## src/design/tlc_ram.sv

```systemverilog
// ----------------------------------------------------------------------------
// tlc_ram
// Simple dual-port synchronous RAM: one write port, one registered read port.
// ----------------------------------------------------------------------------
module tlc_ram #(
    parameter int WIDTH = 8,
    parameter int DEPTH = 16
) (
    input  logic                     clk,
    input  logic                     we,
    input  logic [$clog2(DEPTH)-1:0] waddr,
    input  logic [WIDTH-1:0]         wdata,
    input  logic                     re,
    input  logic [$clog2(DEPTH)-1:0] raddr,
    output logic [WIDTH-1:0]         rdata
);

    logic [WIDTH-1:0] mem [DEPTH];

    always_ff @(posedge clk)
    begin
        if (we)
        begin
            mem[waddr] <= wdata;
        end
    end

    always_ff @(posedge clk)
    begin
        if (re)
        begin
            rdata <= mem[raddr];
        end
    end

endmodule

```

## config.mk

```make
export PLATFORM = sky130hd
export DESIGN_NAME = tlc_ram
export DESIGN_NICKNAME = d
export VERILOG_FILES = /design/src/design/tlc_ram.sv
export SDC_FILE = /design/constraint.sdc
export NUM_CORES = 1
export LEC_CHECK = 0
export BUFFER_PORTS_ARGS = -buffer_cell sky130_fd_sc_hd__buf_2
export CORE_MARGIN = 2
export CORE_UTILIZATION = 54
export DETAILED_ROUTE_END_ITERATION = 10
export GPL_TIMING_DRIVEN = 0
export PLACE_DENSITY = 0.74
export SYNTH_ARGS = -nofsm -noshare
export SYNTH_HDL_FRONTEND = slang
export SYNTH_SLANG_ARGS = --single-unit
export TNS_END_PERCENT = 10
```

## constraint.sdc

```tcl
create_clock -name clk -period 1.67 [get_ports clk]
set_clock_uncertainty 0.05 [all_clocks]
set_input_delay 0.0835 -clock clk [delete_from_list [all_inputs] [get_ports clk]]
set_output_delay 0.0835 -clock clk [all_outputs]
set_load 0.005 [all_outputs]
```

; Word-level counts from Yosys, hierarchy flattened
; Memories as Yosys holds them, arrays and structs flattened. A register that Yosys moved wholly into a read port is not among the register bits.
; Cells that the tools add are included.
[word_totals]
ff_bits = 0
ram_bits = 128
input_bits = 19
out_inout_bits = 8
wordCells = 3
memories = 1
[op_classes]
mux = 2
[mem_list]
columns = name, depth, word_bits, read_ports, rd_clocked_by_memory_dff, write_ports, line
row1 = mem, 16, 8, 1, 1, 1, 18  ; logic [WIDTH-1:0] mem [DEPTH];
[op_table]
columns = operator, count
row1 = two-way mux 1 bit, 2

; Longest topological paths before layout
; Gate-level depths: netlist of run 1.
[depth]
ltp_word = 2
depth_mapped = 5
ltp_nobuf = 3

; Least setup slack after synthesis of run 1
; OpenSTA, ideal clock, no wires.
[synth_timing]
path_kind = in2reg
start = in waddr[2]
end = mem mem[0][0], enable pin
setup_time_ns = 0.383
arrival_ns = 1.193
t_required_ns = 1.237
setup_slack_ns = 0.044
cell_stages = 2
n_path_buf = 0
cell_sequence = or3b_2 -> nor3_1
[synth_lines]
columns = element, line
row1 = from (decl), 11  ; input logic [$clog2(DEPTH)-1:0] waddr,
row2 = to (decl), 18
; Straight into the memory's write port.

==> metrics.cfg, run 1 <==
[route]
ant_nets=0
wire_per_inst_um=23.28
wl_mm=9.869
vias=2481
avgViaCountPerCell=5.851
drc=0
drt_pass1_iterations=4
drt_iter0_markers=339

[layout]
layout-drive-gt1-share_pct=28.81
nets=302
n_fill_cell=573
diodes=0
area_growth_pct=19.34
design_area_mm2=0.006238
post-route-util_pct=66.88

[critical_path]
path_max_fanout=1
critPathSlowestCell=mux4_1
path_class=register to register
critPathBufInv=0
end_kind=register
start_kind=register
worstPathArrival_ns=1.83
critical-path-max-stage-delay_ns=0.56
cpLargestDelayFamily=multiplexers
cp_cell_sequence=mux4_1 -> a22oi_1 -> nand2_1
cp_data_required_time_ns=1.88

[placed_design]
gp_congestion=0.7153
hpwl_mm=5.994
place_area_mm2=0.005514
dp_slack_ns=-0.4979
port_buffers=25

[synthesis]
ys_warn_count=0
netlist_area_mm2=0.005228
postSynthAreaPerCell_um2=22.83
synth_cells=229
ys_ff_latch=136
ys_types=18
ys_seq_area_share_pct=78.12
syn_nets=248

[global_routing]
first_global_vias=2554
grt_pass1_wl_mm=15.08
antenna_found_initial=0
track_usage_pct=21.46
grt_max_degree=17
grt_overflow_total=0

[timing]
tns_ns=0
setup_slack_ns=0.04907
finalCritPeriodShare_pct=97.06
grt_setup_unrepaired=false
finalSetupViolCount=0
max_slew_margin_pct=16.99
max_freq_mhz=616.9
period_minus_slack_ns=1.621
finalHoldViolations=0
tightest_slew_ns=1.236
drv_slew=0

[power]
total_power_w=0.008132
leakage_nw=2.092
ir_drop_mv=0.8778
power.density_mw_per_mm2=1304

[die]
die-area_mm2=0.01048
initial_utilization_pct=56.04
coreArea_mm2=0.009328
die_w_um=102.4
die_h_um=102.4
fp-row-count=35
io_pins=27

[status]
run_status=finished, final reports clean

[clock_network]
cts.sinks=136
cts_buffers=17
root_buffer=clkbuf_8
cts_tree=yes
worstSkewPairLatency_ns=0.51
path_clk_slew_ns=0.06
cts_buffer_depth=2
cts.htree.levels=4

[flow_run]
cap_violations=0

[worst_hold_path]
hold_class=input port to register

-- cells in the final DEF, fill, tap and decap left out, types with 2 or more instances in the layout --
cell and n:
mux4_2 18, nor2_1 13, mux4_1 14, clkdlybuf4s25_2 3
nand3b_1 2, clkinvlp_4 3, clkinv_2 2, buf_6 3
nor3_1 3, clkinv_4 2, buf_2 28, buf_4 2
clkbuf_16 16, nand2_1 9, nand2b_1 2, edfxtp_1 136
bufinv_16 5, a22oi_1 16, dlygate4sd3_1 9
-- synthesized netlist by cell type --
cell type	n	share of area, %
edfxtp_1	136	78
mux4_2	18	7.8
a22oi_1	16	2.3
mux4_1	14	7.0
nor2_1	13	0.93
nand2_1	9	0.65
nor3_1	4	0.38
buf_2	3	0.29
buf_6	3	0.65
clkdlybuf4s25_2	3	0.57
nand2b_1	2	0.24
nand3b_1	2	0.29
and2_1	1	0.12
and2b_1	1	0.14
buf_4	1	0.14
nand3_1	1	0.096
nor2b_1	1	0.12
or3b_2	1	0.17
-- layer usage --
layer,wire length (µm),global-route usage (%)
met2,4912,32.49
met3,632,4.172
met4,185,10.05
met1,4138,30.77
met5,0,0
-- layout make-up --
class	instances	area, µm²	share of cell area (%)
Multi-Input combinational cell	83	1062	17.03
Clock inverter	13	203.9	3.269
Sequential cell	136	4084	65.46
Buffer	10	86.33	1.384
Tap cell	129	161.4	2.587
Timing Repair Buffer	35	222.7	3.570
Clock buffer	18	417.9	6.699
-- metrics by stage --
step | std cells | hold WS (ns)
after floorplan | 229 | 0.1324
after global placement | 383 | 0.3700
after detailed placement | 383 | 0.3845
after CTS | 423 | 0.01576
after global routing | 424 | 0.02918
final | 424 | 0.01043
-- timing repair --
item,4_1_cts,5_1_grt
hold endpoints to repair,136,0
endpoints found under the setup margin,8,0
setup buffers,0,0
hold buffers,9,0
gates resized for setup,1,0
-- flip-flops by register name, indices dropped and copies added (netlist names) --
signal and cells:
mem 128, rdata 8
-- cell families (layout without fill, tap and decap cells) --
family / count (synthesis) / count (layout) / synth area share [%]
buffers and inverters: 10 / 76 / 1.651
AO/OA/AOI/OAI: 16 / 16 / 2.298
AND/OR/NAND/NOR: 35 / 35 / 3.136
multiplexers: 32 / 32 / 14.79
flip-flops: 136 / 136 / 78.12
-- worst paths after layout --
check	startpoint	end	slack (ns)	depth (start not counted)
hold / removal	waddr[0]	mem[12][0]$_DFFE_PP_	0.01	2
hold reg to reg	mem[11][4]$_DFFE_PP_	rdata[4]$_DFFE_PP_	0.72	3
setup / recovery	mem[5][0]$_DFFE_PP_	rdata[0]$_DFFE_PP_	0.05	3
setup reg to reg	mem[5][0]$_DFFE_PP_	rdata[0]$_DFFE_PP_	0.05	3
-- report_power, final --
| group | internal [W] | switching (W) | leakage (nW) |
|---|---|---|---|
| clock | 0.00256 | 0.00134 | 0.294 |
| sequential | 0.00385 | 0.0000177 | 1.24 |
| combinational | 0.000162 | 0.000210 | 0.562 |
| total | 0.00657 | 0.00157 | 2.09 |
No activity file was read; power rests on OpenSTA's default activity.
==> run 2: changes to the inputs <==
- CORE_MARGIN: 2 -> 10
- CORE_UTILIZATION: 54 -> 60
- PLACE_DENSITY: 0.74 -> 0.78
- clock period: 1.67 -> 2 ns (I/O delays scaled with it)
==> run 2 against run 1 <==
  * Sequential share of layout area up 0.93 points
  * Hold slack better by 0.12 ns
  * Critical path depth unchanged
  * Utilization up 6.9 points
  * Final cell count down 5.7%
  * Combinational power down 15%
==> metrics.cfg, run 2 (same netlist as run 1, synthesis figures left out) <==
[power]
pwr-share-comb_pct=4.8  ; +0.2 points
leakage_nw=2.069  ; -1.1%
netSwitchingPower_w=0.001324  ; -15%
p_int_w=0.005236  ; -20%
power.density_mw_per_mm2=1066  ; -18%
seqPwrFrac_pct=49.2  ; +1.7 points
p_sw_share_pct=20.18  ; +0.93 points
clkPwrFrac_pct=45.9  ; -2.0 points
ir_drop_mv=0.7484  ; -15%

[die]
die-area_mm2=0.01285  ; +23%
initial_utilization_pct=62.68  ; +6.6 points
die_w_um=113.3  ; +11%
io_pins=27  ; unchanged
die_h_um=113.3  ; +11%
coreArea_mm2=0.008341  ; -11%
fp-row-count=33  ; -5.7%

[timing]
tns_ns=0  ; unchanged
finalSetupViolCount=0  ; unchanged
finalCritPeriodShare_pct=84.09
finalHoldViolations=0  ; unchanged
grt_setup_unrepaired=false
period_minus_slack_ns=1.682
max_slew_margin_pct=12.68  ; -4.3 points
tightest_slew_ns=1.300  ; +0.06413 ns
whs_ns=0.1311  ; +0.1207 ns
max_freq_mhz=594.6
drv_slew=0  ; unchanged

[layout]
diodes=0  ; unchanged
largest_register_ffs=128  ; unchanged
area_growth_pct=17.66
reg.largest.list=mem: 128 flops, rdata: 8 flops
nets=301  ; -0.33%
final_common_cell=edfxtp_1
n_fill_cell=468  ; -18%
layout-drive-gt1-share_pct=28.47  ; -0.34 points
top_register=mem
mostFrequentLayoutCells=edfxtp_1, buf_2, mux4_2, a22oi_1, clkbuf_16
post-route-util_pct=73.75  ; +6.9 points

[route]
avgViaCountPerCell=6.518  ; +11%
wire_per_inst_um=26.95  ; +16%
drt_iter0_markers=222  ; -35%
drc=0  ; unchanged
vias=2607  ; +5.1%
ant_nets=0  ; unchanged
drt_pass1_iterations=5  ; +1
wl_mm=10.78  ; +9.2%

[global_routing]
grt_overflow_total=0  ; unchanged
first_global_vias=2649  ; +3.7%
grt_max_degree=17  ; unchanged
antenna_found_initial=0  ; unchanged
grt_pass1_wl_mm=16.20  ; +7.5%
track_usage_pct=17.41  ; -4.0 points

[flow_run]
cap_violations=0  ; unchanged

[critical_path]
critPathSlowestCell=nor3_1
cp_data_required_time_ns=2.07  ; +0.19 ns
critical-path-max-stage-delay_ns=1.01  ; +0.45 ns
rrSetupSlack_ns=0.34  ; +0.29 ns
cp_cell_sequence=buf_2 -> or3b_2 -> nor3_1
worstPathArrival_ns=1.75  ; -0.08 ns
end_kind=register
path_class=input port to register
start_kind=input port
critPathBufInv=1  ; +1
path_max_fanout=8  ; +7
cpLargestDelayFamily=simple AND/OR/NAND/NOR gates

[clock_network]
cts_tree=yes
cts_hold_repair.buffers=9  ; unchanged
cts_buffers=17  ; unchanged
worstSkewPairLatency_ns=0.51  ; about the same
cts_resized=0  ; -1
path_clk_slew_ns=0.06  ; about the same
cts.htree.levels=4  ; unchanged
cts.sinks=136  ; unchanged
cts_buffer_depth=2  ; unchanged
root_buffer=clkbuf_8
post-cts-setup-buffer-count=0  ; unchanged

[placed_design]
port_buffers=25  ; unchanged
gp_congestion=0.7024  ; -1.8%
hpwl_mm=6.473  ; +8.0%

[worst_hold_path]
hold_class=input port to register

[status]
run_status=finished, final reports clean

==> run 2: final timing paths <==
path	startpoint	endpoint	cells after the start
worst max-delay path	waddr[2]	mem[0][6]$_DFFE_PP_	3
worst min-delay path	waddr[0]	mem[4][7]$_DFFE_PP_	2
worst max register to register	mem[5][0]$_DFFE_PP_	rdata[0]$_DFFE_PP_	3
worst min register to register	mem[11][2]$_DFFE_PP_	rdata[2]$_DFFE_PP_	3
==> run 2: final cells by class <==
cell class,count,area [µm²],share of cell area [%]
plain buffers,10,86.33,1.404
repair buffers,34,215.2,3.499
clock inverters,13,155.1,2.522
flip-flops and latches,136,4084,66.40
multi-input cells,83,1057,17.19
well taps,105,131.4,2.136
clock buffers,19,421.7,6.855
==> run 2: power by group through the flow <==
stage               sequential, W  combinational [W]  clock, W
floorplan                 0.00328           0.000162         0
global placement          0.00328           0.000287         0
detailed placement        0.00329           0.000300         0
CTS                       0.00323           0.000319   0.00302
global route              0.00323           0.000343   0.00315
finish                    0.00323           0.000318   0.00301
==> run 2: per-layer routing <==
metal / GRT usage [%] / share of wire [%]
met3: 5.600 / 9.5
met2: 27.46 / 49
met5: 0 / 0
met1: 22.00 / 39
met4: 6.768 / 1.8
==> run 2: per-stage QoR <==
stage	power [W]	cells	area, µm²	worst slack, ns
final	0.006560	400	6151	0.3183
after global routing	0.006730	400	6151	0.2016
after CTS	0.006574	400	6151	0.3106
after detailed placement	0.003587	359	5484	-0.2425
after global placement	0.003567	359	5484	-0.1684
after floorplan	0.003446	229	5228	0.3571
